File: config.mk
export PLATFORM = sky130hd
export DESIGN_NAME = windowed_tristate_fault_qualifier_flat
export DESIGN_NICKNAME = d
export VERILOG_FILES = /design/src/design/wftq_pkg.sv /design/src/design/wftq_if.sv /design/src/design/wftq_hist_store.sv /design/src/design/wftq_chan_store.sv /design/src/design/wftq_update.sv /design/src/design/windowed_tristate_fault_qualifier.sv /design/src/flat_wrapper.sv
export SDC_FILE = /design/constraint.sdc
export NUM_CORES = 1
export LEC_CHECK = 0
export CAP_MARGIN = 20
export CORE_MARGIN = 5
export CORE_UTILIZATION = 40
export DETAILED_ROUTE_END_ITERATION = 6
export DONT_BUFFER_PORTS = 1
export GPL_TIMING_DRIVEN = 0
export MAX_ROUTING_LAYER = met4
export PLACE_DENSITY = 0.51
export SLEW_MARGIN = 15
export SYNTH_ARGS = -nofsm -noshare
export SYNTH_HDL_FRONTEND = slang
export SYNTH_SLANG_ARGS = --single-unit
File: constraint.sdc
create_clock -name clk -period 7.32 [get_ports clk]
set_input_delay 1.464 -clock clk [delete_from_list [all_inputs] [get_ports clk]]
set_output_delay 1.464 -clock clk [all_outputs]
set_load 0.02 [all_outputs]
File: src/design/wftq_pkg.sv
// Shared constants, codes and width helpers for the windowed tri-state fault qualifier.
package wftq_pkg;

    localparam int unsigned CHANNELS_DEFAULT = 6;
    localparam int unsigned WINDOW_DEFAULT   = 16;

    localparam int unsigned CHAN_W     = 3;
    localparam int unsigned STATE_IN_W = 2;
    localparam int unsigned THRESH_W   = 5;
    localparam int unsigned SUM_OUT_W  = 6;
    localparam int unsigned MAG_OUT_W  = 5;
    localparam int unsigned CFG_IDX_W  = 1;
    localparam int unsigned CFG_DATA_W = 5;

    // two's complement -2, folded onto the low state
    localparam logic [STATE_IN_W-1:0] STATE_LOW_ALT = 2'b10;
    localparam logic [STATE_IN_W-1:0] STATE_LOW     = 2'b11;

    typedef enum logic [0:0] {
        KIND_SAMPLE = 1'b0,
        KIND_CLEAR  = 1'b1
    } kind_t;

    typedef enum logic [CFG_IDX_W-1:0] {
        REG_FAULT_ENABLE    = 1'b0,
        REG_COUNT_THRESHOLD = 1'b1
    } cfg_reg_t;

    function automatic int unsigned idx_width(input int unsigned n);
        return (n > 1) ? $clog2(n) : 1;
    endfunction

    function automatic int unsigned slot_width(input int unsigned window);
        return idx_width(window);
    endfunction

    function automatic int unsigned mag_width(input int unsigned window);
        return $clog2(window + 1);
    endfunction

    function automatic int unsigned sum_width(input int unsigned window);
        return $clog2(window + 1) + 1;
    endfunction

    // packed channel state: {wrapped, slot, sum, mag}
    function automatic int unsigned state_width(input int unsigned window);
        return 1 + slot_width(window) + sum_width(window) + mag_width(window);
    endfunction

endpackage

File: src/design/wftq_if.sv
// Valid/ready channel interfaces for samples and qualified results.
interface wftq_sample_if
    import wftq_pkg::*;
();
    logic                         valid;
    logic                         ready;
    logic                         kind;
    logic [CHAN_W-1:0]            channel;
    logic signed [STATE_IN_W-1:0] pressure_state;

    modport source (output valid, output kind, output channel, output pressure_state,
                    input ready);
    modport sink   (input valid, input kind, input channel, input pressure_state,
                    output ready);
endinterface

interface wftq_result_if
    import wftq_pkg::*;
();
    logic                        valid;
    logic                        ready;
    logic [CHAN_W-1:0]           channel_out;
    logic                        low_fault;
    logic                        high_fault;
    logic                        oscillation_fault;
    logic signed [SUM_OUT_W-1:0] window_sum;
    logic [MAG_OUT_W-1:0]        window_abs_sum;

    modport source (output valid, output channel_out, output low_fault, output high_fault,
                    output oscillation_fault, output window_sum, output window_abs_sum,
                    input ready);
    modport sink   (input valid, input channel_out, input low_fault, input high_fault,
                    input oscillation_fault, input window_sum, input window_abs_sum,
                    output ready);
endinterface

File: src/design/wftq_hist_store.sv
// Window history RAM: one write port, one registered read port.
module wftq_hist_store
    import wftq_pkg::*;
#(
    parameter int unsigned DEPTH = CHANNELS_DEFAULT * WINDOW_DEFAULT
)
(
    input  logic                        clk,
    input  logic                        wr_en,
    input  logic [idx_width(DEPTH)-1:0] wr_addr,
    input  logic [STATE_IN_W-1:0]       wr_data,
    input  logic                        rd_en,
    input  logic [idx_width(DEPTH)-1:0] rd_addr,
    output logic [STATE_IN_W-1:0]       rd_data
);

    logic [STATE_IN_W-1:0] mem [DEPTH];
    logic [STATE_IN_W-1:0] rd_data_reg;

    always_ff @(posedge clk)
    begin
        if (wr_en)
        begin
            mem[wr_addr] <= wr_data;
        end
        if (rd_en)
        begin
            rd_data_reg <= mem[rd_addr];
        end
    end

    assign rd_data = rd_data_reg;

endmodule

File: src/design/wftq_chan_store.sv
// Per-channel running state RAM with live bits that reset or a clear zeroes at once.
module wftq_chan_store
    import wftq_pkg::*;
#(
    parameter int unsigned CHANNELS = CHANNELS_DEFAULT,
    parameter int unsigned STATE_W  = state_width(WINDOW_DEFAULT)
)
(
    input  logic                           clk,
    input  logic                           rst_n,
    input  logic                           rd_en,
    input  logic [idx_width(CHANNELS)-1:0] rd_idx,
    output logic [STATE_W-1:0]             rd_data,
    input  logic [idx_width(CHANNELS)-1:0] look_idx,
    output logic                           look_live,
    input  logic                           wr_en,
    input  logic [idx_width(CHANNELS)-1:0] wr_idx,
    input  logic [STATE_W-1:0]             wr_data,
    input  logic                           clear
);

    logic [STATE_W-1:0]  mem [CHANNELS];
    logic [STATE_W-1:0]  rd_data_reg;
    logic [CHANNELS-1:0] live_reg;

    always_ff @(posedge clk or negedge rst_n)
    begin
        if (!rst_n)
        begin
            live_reg <= '0;
        end
        else
        begin
            priority if (clear)
            begin
                live_reg <= '0;
            end
            else if (wr_en)
            begin
                live_reg[wr_idx] <= 1'b1;
            end
            else
            begin
                live_reg <= live_reg;
            end
        end
    end

    always_ff @(posedge clk)
    begin
        if (wr_en)
        begin
            mem[wr_idx] <= wr_data;
        end
        if (rd_en)
        begin
            rd_data_reg <= mem[rd_idx];
        end
    end

    assign rd_data   = rd_data_reg;
    assign look_live = live_reg[look_idx];

endmodule

File: src/design/wftq_update.sv
// Window update: running sums, slot advance, fault compare and output saturation.
module wftq_update
    import wftq_pkg::*;
#(
    parameter int unsigned WINDOW = WINDOW_DEFAULT
)
(
    input  logic [state_width(WINDOW)-1:0] state_in,
    input  logic signed [STATE_IN_W-1:0]   old_entry,
    input  logic signed [STATE_IN_W-1:0]   new_entry,
    input  logic                           fault_enable,
    input  logic [THRESH_W-1:0]            threshold,
    output logic [state_width(WINDOW)-1:0] state_out,
    output logic                           low_fault,
    output logic                           high_fault,
    output logic                           oscillation_fault,
    output logic signed [SUM_OUT_W-1:0]    sum_out,
    output logic [MAG_OUT_W-1:0]           mag_out
);

    localparam int unsigned SLOT_W = slot_width(WINDOW);
    localparam int unsigned SUM_W  = sum_width(WINDOW);
    localparam int unsigned MAG_W  = mag_width(WINDOW);
    localparam int unsigned CMP_W  = ((SUM_W > SUM_OUT_W) ? SUM_W : SUM_OUT_W) + 1;
    localparam int SUM_MAX = (2 ** (SUM_OUT_W - 1)) - 1;
    localparam int SUM_MIN = -(2 ** (SUM_OUT_W - 1));
    localparam int MAG_MAX = (2 ** MAG_OUT_W) - 1;

    typedef struct packed {
        logic                    wrapped;
        logic [SLOT_W-1:0]       slot;
        logic signed [SUM_W-1:0] sum;
        logic [MAG_W-1:0]        mag;
    } chan_state_t;

    chan_state_t             cur;
    chan_state_t             nxt;
    logic signed [CMP_W-1:0] sum_x;
    logic signed [CMP_W-1:0] mag_x;
    logic signed [CMP_W-1:0] th_x;

    assign cur       = state_in;
    assign state_out = nxt;

    always_comb
    begin
        nxt     = cur;
        nxt.sum = cur.sum + SUM_W'(new_entry) - SUM_W'(old_entry);
        nxt.mag = cur.mag + MAG_W'(new_entry != '0) - MAG_W'(old_entry != '0);
        if (cur.slot == SLOT_W'(WINDOW - 1))
        begin
            nxt.slot    = '0;
            nxt.wrapped = 1'b1;
        end
        else
        begin
            nxt.slot = cur.slot + SLOT_W'(1);
        end
    end

    assign sum_x = CMP_W'(nxt.sum);
    assign mag_x = $signed(CMP_W'(nxt.mag));
    assign th_x  = $signed(CMP_W'(threshold));

    assign low_fault         = fault_enable && (-sum_x >= th_x);
    assign high_fault        = fault_enable && (sum_x >= th_x);
    assign oscillation_fault = fault_enable && (mag_x >= th_x);

    always_comb
    begin
        priority if (sum_x > CMP_W'(SUM_MAX))
        begin
            sum_out = SUM_OUT_W'(SUM_MAX);
        end
        else if (sum_x < CMP_W'(SUM_MIN))
        begin
            sum_out = SUM_OUT_W'(SUM_MIN);
        end
        else
        begin
            sum_out = SUM_OUT_W'(sum_x);
        end

        if (mag_x > CMP_W'(MAG_MAX))
        begin
            mag_out = MAG_OUT_W'(MAG_MAX);
        end
        else
        begin
            mag_out = MAG_OUT_W'(mag_x);
        end
    end

endmodule

File: src/design/windowed_tristate_fault_qualifier.sv
// Top level: sliding-window tri-state pressure fault qualifier.
//
//   Channel   Dir  Handshake      Payload
//   sample    in   valid/ready    kind, channel, pressure_state
//   result    out  valid/ready    channel_out, low/high/oscillation_fault,
//                                 window_sum, window_abs_sum
//   cfg       in   cfg_we         cfg_index, cfg_data
//
// One item per cycle sustained; items pass stage 1, stage 2 and the output register.
// The rate is set by the per-channel read-modify-write of the state RAM, with
// forwarding from the update stage and from the previous write.
// Reset clears per-channel live bits at once; no clearing pass. A clear item
// resets all live bits at once the same way.
// The pipeline holds while the output register is full, not taken and the
// update stage is occupied; a bubble in the update stage lets the earlier stages move.
module windowed_tristate_fault_qualifier
    import wftq_pkg::*;
#(
    parameter int unsigned CHANNELS = CHANNELS_DEFAULT,
    parameter int unsigned WINDOW   = WINDOW_DEFAULT
)
(
    input  logic                  clk,
    input  logic                  rst_n,
    wftq_sample_if.sink           sample,
    wftq_result_if.source         result,
    input  logic                  cfg_we,
    input  logic [CFG_IDX_W-1:0]  cfg_index,
    input  logic [CFG_DATA_W-1:0] cfg_data
);

    localparam int unsigned IDX_W   = idx_width(CHANNELS);
    localparam int unsigned EXT_W   = ((IDX_W > CHAN_W) ? IDX_W : CHAN_W) + 1;
    localparam int unsigned SLOT_W  = slot_width(WINDOW);
    localparam int unsigned SUM_W   = sum_width(WINDOW);
    localparam int unsigned MAG_W   = mag_width(WINDOW);
    localparam int unsigned STATE_W = state_width(WINDOW);
    localparam int unsigned DEPTH   = CHANNELS * WINDOW;
    localparam int unsigned HIST_AW = idx_width(DEPTH);

    typedef struct packed {
        logic                    wrapped;
        logic [SLOT_W-1:0]       slot;
        logic signed [SUM_W-1:0] sum;
        logic [MAG_W-1:0]        mag;
    } chan_state_t;

    function automatic logic chan_in_range(input logic [CHAN_W-1:0] chan);
        return EXT_W'(chan) < EXT_W'(CHANNELS);
    endfunction

    function automatic logic [IDX_W-1:0] chan_index(input logic [CHAN_W-1:0] chan);
        logic [EXT_W-1:0] wide;
        wide = EXT_W'(chan);
        return wide[IDX_W-1:0];
    endfunction

    function automatic logic [HIST_AW-1:0] hist_addr(input logic [IDX_W-1:0]  idx,
                                                     input logic [SLOT_W-1:0] slot);
        return HIST_AW'(HIST_AW'(idx) * HIST_AW'(WINDOW)) + HIST_AW'(slot);
    endfunction

    // configuration
    logic                fault_enable_reg;
    logic [THRESH_W-1:0] count_threshold_reg;

    // stage 1: channel state read returns
    logic                  s1_valid_reg;
    logic                  s1_clear_reg;
    logic [CHAN_W-1:0]     s1_chan_reg;
    logic [STATE_IN_W-1:0] s1_st_reg;
    logic                  s1_in_range;
    logic [IDX_W-1:0]      s1_idx;
    chan_state_t           s1_state;
    logic                  s1_hfwd;

    // stage 2: history read returns, update and write back
    logic                  s2_valid_reg;
    logic                  s2_clear_reg;
    logic                  s2_live_reg;
    logic [CHAN_W-1:0]     s2_chan_reg;
    logic [IDX_W-1:0]      s2_idx_reg;
    logic [STATE_IN_W-1:0] s2_st_reg;
    chan_state_t           s2_state_reg;
    logic                  s2_hfwd_reg;
    logic [STATE_IN_W-1:0] s2_hfwd_data_reg;
    logic [STATE_IN_W-1:0] s2_old_entry;
    chan_state_t           s2_new_state;
    logic                  s2_write;
    logic                  s2_low;
    logic                  s2_high;
    logic                  s2_osc;
    logic signed [SUM_OUT_W-1:0] s2_sum;
    logic [MAG_OUT_W-1:0]  s2_mag;

    // write that landed at the edge where the stage 1 read was taken
    logic                  wb_valid_reg;
    logic [IDX_W-1:0]      wb_idx_reg;
    chan_state_t           wb_state_reg;

    // output register
    logic                        out_valid_reg;
    logic [CHAN_W-1:0]           out_chan_reg;
    logic                        out_low_reg;
    logic                        out_high_reg;
    logic                        out_osc_reg;
    logic signed [SUM_OUT_W-1:0] out_sum_reg;
    logic [MAG_OUT_W-1:0]        out_mag_reg;

    logic                  advance;
    logic [STATE_IN_W-1:0] s0_st;
    logic [STATE_W-1:0]    chan_rd;
    logic                  chan_live;
    logic [STATE_IN_W-1:0] hist_rd;

    assign advance      = !out_valid_reg || result.ready || !s2_valid_reg;
    assign sample.ready = advance;

    assign s0_st = (sample.pressure_state == STATE_LOW_ALT) ? STATE_LOW
                                                             : sample.pressure_state;

    always_ff @(posedge clk or negedge rst_n)
    begin
        if (!rst_n)
        begin
            fault_enable_reg    <= 1'b0;
            count_threshold_reg <= THRESH_W'(1);
        end
        else if (cfg_we)
        begin
            unique case (cfg_reg_t'(cfg_index))
                REG_FAULT_ENABLE:    fault_enable_reg    <= cfg_data[0];
                REG_COUNT_THRESHOLD: count_threshold_reg <= cfg_data[THRESH_W-1:0];
            endcase
        end
    end

    wftq_chan_store #(
        .CHANNELS (CHANNELS),
        .STATE_W  (STATE_W)
    ) u_chan_store (
        .clk       (clk),
        .rst_n     (rst_n),
        .rd_en     (advance),
        .rd_idx    (chan_index(sample.channel)),
        .rd_data   (chan_rd),
        .look_idx  (s1_idx),
        .look_live (chan_live),
        .wr_en     (s2_write),
        .wr_idx    (s2_idx_reg),
        .wr_data   (s2_new_state),
        .clear     (advance && s2_valid_reg && s2_clear_reg)
    );

    assign s1_in_range = chan_in_range(s1_chan_reg);
    assign s1_idx      = chan_index(s1_chan_reg);

    always_comb
    begin
        priority if (s2_valid_reg && s2_clear_reg)
        begin
            s1_state = '0;
        end
        else if (s2_valid_reg && s2_live_reg && (s2_idx_reg == s1_idx))
        begin
            s1_state = s2_new_state;
        end
        else if (wb_valid_reg && (wb_idx_reg == s1_idx))
        begin
            s1_state = wb_state_reg;
        end
        else if (chan_live)
        begin
            s1_state = chan_rd;
        end
        else
        begin
            s1_state = '0;
        end
    end

    // same history entry written by stage 2 at the read edge (single-slot window)
    assign s1_hfwd = s2_valid_reg && s2_live_reg && (s2_idx_reg == s1_idx)
                     && (s2_state_reg.slot == s1_state.slot);

    wftq_hist_store #(
        .DEPTH (DEPTH)
    ) u_hist_store (
        .clk     (clk),
        .wr_en   (s2_write),
        .wr_addr (hist_addr(s2_idx_reg, s2_state_reg.slot)),
        .wr_data (s2_st_reg),
        .rd_en   (advance),
        .rd_addr (hist_addr(s1_idx, s1_state.slot)),
        .rd_data (hist_rd)
    );

    assign s2_write     = advance && s2_valid_reg && s2_live_reg;
    assign s2_old_entry = !s2_state_reg.wrapped ? '0
                        : (s2_hfwd_reg ? s2_hfwd_data_reg : hist_rd);

    wftq_update #(
        .WINDOW (WINDOW)
    ) u_update (
        .state_in          (s2_state_reg),
        .old_entry         (s2_old_entry),
        .new_entry         (s2_st_reg),
        .fault_enable      (fault_enable_reg),
        .threshold         (count_threshold_reg),
        .state_out         (s2_new_state),
        .low_fault         (s2_low),
        .high_fault        (s2_high),
        .oscillation_fault (s2_osc),
        .sum_out           (s2_sum),
        .mag_out           (s2_mag)
    );

    always_ff @(posedge clk or negedge rst_n)
    begin
        if (!rst_n)
        begin
            s1_valid_reg  <= 1'b0;
            s2_valid_reg  <= 1'b0;
            wb_valid_reg  <= 1'b0;
            out_valid_reg <= 1'b0;
        end
        else
        begin
            if (advance)
            begin
                s1_valid_reg <= sample.valid;
                s2_valid_reg <= s1_valid_reg;
                wb_valid_reg <= s2_write;
            end
            priority if (advance && s2_valid_reg)
            begin
                out_valid_reg <= 1'b1;
            end
            else if (result.ready)
            begin
                out_valid_reg <= 1'b0;
            end
            else
            begin
                out_valid_reg <= out_valid_reg;
            end
        end
    end

    always_ff @(posedge clk)
    begin
        if (advance)
        begin
            s1_clear_reg     <= (sample.kind == KIND_CLEAR);
            s1_chan_reg      <= sample.channel;
            s1_st_reg        <= s0_st;

            s2_clear_reg     <= s1_clear_reg;
            s2_live_reg      <= !s1_clear_reg && s1_in_range;
            s2_chan_reg      <= s1_chan_reg;
            s2_idx_reg       <= s1_idx;
            s2_st_reg        <= s1_st_reg;
            s2_state_reg     <= s1_state;
            s2_hfwd_reg      <= s1_hfwd;
            s2_hfwd_data_reg <= s2_st_reg;

            wb_idx_reg       <= s2_idx_reg;
            wb_state_reg     <= s2_new_state;
        end
        if (advance && s2_valid_reg)
        begin
            out_chan_reg <= s2_chan_reg;
            if (s2_live_reg)
            begin
                out_low_reg  <= s2_low;
                out_high_reg <= s2_high;
                out_osc_reg  <= s2_osc;
                out_sum_reg  <= s2_sum;
                out_mag_reg  <= s2_mag;
            end
            else
            begin
                out_low_reg  <= 1'b0;
                out_high_reg <= 1'b0;
                out_osc_reg  <= 1'b0;
                out_sum_reg  <= '0;
                out_mag_reg  <= '0;
            end
        end
    end

    assign result.valid             = out_valid_reg;
    assign result.channel_out       = out_chan_reg;
    assign result.low_fault         = out_low_reg;
    assign result.high_fault        = out_high_reg;
    assign result.oscillation_fault = out_osc_reg;
    assign result.window_sum        = out_sum_reg;
    assign result.window_abs_sum    = out_mag_reg;

endmodule

File: src/flat_wrapper.sv
// flat-port wrapper written by rule: the top's interface ports become plain ports
module windowed_tristate_fault_qualifier_flat import wftq_pkg::*;
#(
    parameter int unsigned CHANNELS = CHANNELS_DEFAULT,
    parameter int unsigned WINDOW   = WINDOW_DEFAULT
)
  (clk, rst_n, cfg_we, cfg_index, cfg_data, sample_valid, sample_kind, sample_channel, sample_pressure_state, sample_ready, result_valid, result_channel_out, result_low_fault, result_high_fault, result_oscillation_fault, result_window_sum, result_window_abs_sum, result_ready);
  wftq_sample_if sample_i ();
  wftq_result_if result_i ();
  input  logic clk;
  input  logic rst_n;
  input  logic cfg_we;
  input  logic [CFG_IDX_W-1:0] cfg_index;
  input  logic [CFG_DATA_W-1:0] cfg_data;
  input wire logic [$bits(sample_i.valid)-1:0] sample_valid;
  input wire logic [$bits(sample_i.kind)-1:0] sample_kind;
  input wire logic [$bits(sample_i.channel)-1:0] sample_channel;
  input wire logic [$bits(sample_i.pressure_state)-1:0] sample_pressure_state;
  output wire logic [$bits(sample_i.ready)-1:0] sample_ready;
  output wire logic [$bits(result_i.valid)-1:0] result_valid;
  output wire logic [$bits(result_i.channel_out)-1:0] result_channel_out;
  output wire logic [$bits(result_i.low_fault)-1:0] result_low_fault;
  output wire logic [$bits(result_i.high_fault)-1:0] result_high_fault;
  output wire logic [$bits(result_i.oscillation_fault)-1:0] result_oscillation_fault;
  output wire logic [$bits(result_i.window_sum)-1:0] result_window_sum;
  output wire logic [$bits(result_i.window_abs_sum)-1:0] result_window_abs_sum;
  input wire logic [$bits(result_i.ready)-1:0] result_ready;
  assign sample_i.valid = sample_valid;
  assign sample_i.kind = sample_kind;
  assign sample_i.channel = sample_channel;
  assign sample_i.pressure_state = sample_pressure_state;
  assign sample_ready = sample_i.ready;
  assign result_valid = result_i.valid;
  assign result_channel_out = result_i.channel_out;
  assign result_low_fault = result_i.low_fault;
  assign result_high_fault = result_i.high_fault;
  assign result_oscillation_fault = result_i.oscillation_fault;
  assign result_window_sum = result_i.window_sum;
  assign result_window_abs_sum = result_i.window_abs_sum;
  assign result_i.ready = result_ready;
  windowed_tristate_fault_qualifier #(.CHANNELS(CHANNELS), .WINDOW(WINDOW)) u_core (.clk(clk), .rst_n(rst_n), .sample(sample_i), .result(result_i), .cfg_we(cfg_we), .cfg_index(cfg_index), .cfg_data(cfg_data));
endmodule
==> impl_results.rst <==
.. list-table::
   :header-rows: 1

   * - Metric
     - Value
   * - Share of the clock period used by the worst path after layout
     - 0.657
   * - Power density cells
     - 343 nW/um^2
   * - Arrival time of data at the critical path endpoint
     - 5.12 ns
   * - Number of global-route vias before repair
     - just under 10k
   * - Highest attainable clock frequency
     - a little over 200 MHz
   * - Most prevalent standard cell on the critical path
     - sky130_fd_sc_hd__inv_1
   * - Sequential cell area fraction in the yosys report
     - 0.697
   * - Placed wire-length estimate after detailed placement
     - 30000 um
   * - Number of CTS-inserted buffers
     - 43
   * - Global placement routability congestion
     - 0.833
   * - Final Cell Area
     - approximately 19000 um^2
   * - Final number of setup-violating endpoints
     - 0
   * - Vias/cell
     - approximately 5.6
   * - Synthesized flop and latch total
     - between 300 and 400
   * - Largest regs
     - u_core.u_hist_store.mem x192, u_core.u_chan_store.mem x96
   * - Fin Clk Skew
     - about 0.018 ns
   * - Die ar.
     - 45900 um^2
   * - CP peak stage delay
     - roughly 0.90 ns
   * - Final Critical Period
     - just under 5 ns
   * - Remaining design rule violation count
     - 0
   * - Wire length reported by the detailed router
     - 43300 um
   * - Endpoint of the worst-slack reg-to-reg timing path
     - u_core.result.low_fault
   * - Number of maximum-capacitance violations
     - 0
   * - Number of cells in the design after placement
     - 1679
   * - Total standard cell area after synthesis
     - about 17000 um^2
   * - Capturing element of the worst setup path
     - u_core.result.low_fault
   * - CTS Hold Buffers Added
     - 0
   * - Placed cell area
     - 17700 um^2
   * - Class of the tightest hold or removal check
     - reg -> reg
   * - Max-slew violations
     - 0
   * - Nature of the critical path endpoint
     - flop
   * - Critical setup path kind
     - reg -> reg
   * - Synth cell types
     - 67
   * - Wire length per cell
     - about 25 um
   * - Hold Crit Start
     - u_core.s1_chan_reg[1]
   * - Overall routing resource usage
     - 0.191
   * - Root buffer cell
     - sky130_fd_sc_hd__clkbuf_16
   * - Ordered cell list for the critical path
     - inv_1 > fa_1 > inv_1 > fa_1 > inv_1 > ha_1 > xnor2_1 > ha_1 > a21o_1 > a21o_1 > a21oi_1 > o21ai_0 > a22oi_1 > o22a_1 > nor2_1
   * - Synthesis Warnings
     - 0
   * - Buffer count from post-CTS setup fixing
     - 0
   * - Worst slew margin relative to its limit
     - 0.292
   * - Mapped Cells
     - ~1.1k
   * - Count of non-filler cells in the finished layout
     - approximately 1.8k
   * - CTS tree
     - built
   * - Layout cells sized above 1
     - 0.137
   * - Synth async-reset ratio
     - 0.0410
   * - Skew-Pair Late Insertion Delay
     - 0.56 ns
   * - Top fanout value on the critical path
     - 14
   * - Number of flops mapped to enable cells by yosys
     - 374
   * - Die Y-Extent
     - 214 um
   * - Setup repair after global routing missed its margin
     - no
   * - Leakage power
     - ~6.5 nW
   * - Starting Density
     - 0.407
   * - Global-route wire length before repair
     - 64400 um
   * - Critical path required time
     - between 7 and 8 ns
   * - Buf+Inv Stages, Crit Path
     - 3
   * - Clk sinks
     - between 300 and 400
   * - Number of rows in the core area
     - 74
   * - Final #Nets
     - between 1k and 1.5k
   * - Detailed-router iteration count before antenna repair
     - 5
   * - Net count of the mapped netlist
     - 1170
   * - Kind of cell adding the most delay to the critical path
     - adder cells
   * - Core Box Area
     - 41000 um^2
   * - Die extent in x
     - 214 um
   * - Final global-route overflow total
     - 0
   * - Remaining antenna violation count
     - 0
   * - Register bank with the most flops
     - u_core.u_hist_store.mem
   * - Peak VDD IR
     - 176 uV
   * - Depth of the most critical reg-to-reg path
     - 15
   * - Pin count of the biggest net entering global routing
     - 26
   * - Reg clk slew, reported paths
     - 0.06 ns
   * - Total number of vias
     - 9810
   * - Iter 0 DRT Violations
     - roughly 1.1k
   * - CTS H-tree lvls
     - 2
   * - Number of antenna violations at the first check in global routing
     - 2
   * - Logic depth of the worst path, buffers included
     - 15
   * - Crit. Startpoint
     - u_core.s2_st_reg[1]
   * - Top-level I/O count
     - 36
   * - Worst slew pin tran
     - 1.06 ns
   * - Final hold violation count
     - 0
   * - Area Overhead vs Synth
     - 14.2%
   * - Most used flip-flop cell after synthesis
     - sky130_fd_sc_hd__edfxtp_1
   * - Critical Path Source Type
     - flop
   * - Worst path slowest cell
     - sky130_fd_sc_hd__fa_1
   * - Mean cell area of the mapped netlist
     - 14.9 um^2
   * - Bufs on Longest Clock Path
     - 3
   * - R2R Path Start
     - u_core.s2_st_reg[1]
   * - Worst R2R Setup Slack
     - 2.51 ns
   * - Largest register FFs
     - around 190
   * - Number of fill cells
     - roughly 3.6k
   * - Count of buffers inserted at the top-level ports
     - 0
   * - Total of cells resized after clock tree synthesis
     - 0
   * - Run status
     - complete, no violations
-- cells in the mapped netlist (all sizes together), types with 9 or more instances --
library cell,number,area share
edfxtp,374,0.67
nor2,142,0.032
nand2,72,0.016
mux2i,52,0.031
a21oi,51,0.015
inv,51,0.012
clkbuf,33,0.0074
mux4,31,0.042
ha,28,0.021
buf,27,0.010
a221oi,18,0.0094
nand3,17,0.0051
a211oi,15,0.0070
dfrtp,15,0.022
and2,13,0.0049
nor3,12,0.0036
xnor2,12,0.0063
a21o,11,0.0049
mux2,9,0.0061
o21ai,9,0.0031
xor2,9,0.0047
-- metal layers --
metal  wire length, um  global-route usage  vias up
met2             19300               0.275      328
met5                 0                   -        -
met4               843              0.0466        0
met1             20000               0.274     5019
li1                  -                   -     4395
met3              3150              0.0467       68
-- worst min-delay path by stage --
| stage | endpoint | slack, ns | depth (start not counted) |
|---|---|---|---|
| 2_1_floorplan | u_core.s2_st_reg[0] | 0.40 | 0 |
| 3_3_place_gp | u_core.s2_chan_reg[2] | 0.44 | 0 |
| 3_5_place_dp | u_core.s2_chan_reg[1] | 0.43 | 0 |
| 4_1_cts | u_core.s2_chan_reg[2] | 0.45 | 0 |
| 5_1_grt | u_core.s2_chan_reg[2] | 0.46 | 0 |
| 6_report | u_core.s2_chan_reg[1] | 0.46 | 0 |
-- report_power, final --
part,leakage [nW],internal [W],switching [W],total (W)
sequential,3.66,0.00285,0.000110,0.00296
combinational,2.22,0.000541,0.00101,0.00155
clock,0.628,0.00117,0.000844,0.00201
total,6.51,0.00456,0.00197,0.00653
-- metrics by stage --
stage	utilization	TNS (ns)	power, W	worst slack, ns	hold WS [ns]
global route	0.465	0	0.00684	2.24	0.458
detailed placement	0.433	0	0.00455	2.31	0.428
finish	0.465	0	0.00653	2.51	0.456
global placement	0.423	-0.274	0.00447	-0.157	0.438
CTS	0.464	0	0.00657	2.29	0.453
floorplan	-	0	0.00397	2.31	0.400
-- cell usage in the layout, fill, tap and decap left out, types with 8 or more instances in the layout --
cell and instances:
sky130_fd_sc_hd__mux2i_1 52, sky130_fd_sc_hd__nand2b_1 8, sky130_fd_sc_hd__nor2b_1 8, sky130_fd_sc_hd__nor2_1 140, sky130_fd_sc_hd__clkbuf_16 45, sky130_fd_sc_hd__buf_8 10
sky130_fd_sc_hd__a22o_1 8, sky130_fd_sc_hd__nand3_1 17, sky130_fd_sc_hd__edfxtp_1 374, sky130_fd_sc_hd__buf_6 8, sky130_fd_sc_hd__buf_4 13, sky130_fd_sc_hd__ha_1 28
sky130_fd_sc_hd__a221oi_1 18, sky130_fd_sc_hd__buf_2 14, sky130_fd_sc_hd__clkbuf_1 49, sky130_fd_sc_hd__inv_1 47, sky130_fd_sc_hd__a21o_1 11, sky130_fd_sc_hd__xnor2_1 11
sky130_fd_sc_hd__a211oi_1 14, sky130_fd_sc_hd__nor3_1 11, sky130_fd_sc_hd__dfrtp_1 15, sky130_fd_sc_hd__xor2_1 8, sky130_fd_sc_hd__nand2_1 72, sky130_fd_sc_hd__and2_1 13
sky130_fd_sc_hd__a21oi_1 51, sky130_fd_sc_hd__mux2_2 9, sky130_fd_sc_hd__mux4_2 31, sky130_fd_sc_hd__a211o_1 8
-- cells by family (layout without fill, tap and decap cells) --
logic type	count (synthesis)	in the layout	synth area share
AO/OA/AOI/OAI	167	167	0.0735
XOR/XNOR	21	21	0.0110
other	0	2	0
buffers and inverters	111	214	0.0299
multiplexers	92	92	0.0791
AND/OR/NAND/NOR	304	304	0.0814
adder cells (fa/ha/maj)	34	34	0.0282
flip-flops	390	390	0.697
-- area by class of cell --
| cell class | instances | area [um^2] | area share |
|---|---|---|---|
| repair buffers | 29 | 375 | 0.0197 |
| flip-flops and latches | 390 | 11600 | 0.610 |
| well taps | 532 | 666 | 0.0349 |
| inverters | 51 | 206 | 0.0108 |
| diodes | 2 | 5.00 | 0.000263 |
| multi-input cells | 618 | 4600 | 0.241 |
| clock inverters | 12 | 87.6 | 0.00459 |
| plain buffers | 60 | 294 | 0.0154 |
| clock buffers | 62 | 1200 | 0.0629 |
No activity file was read; power rests on OpenSTA's default activity.
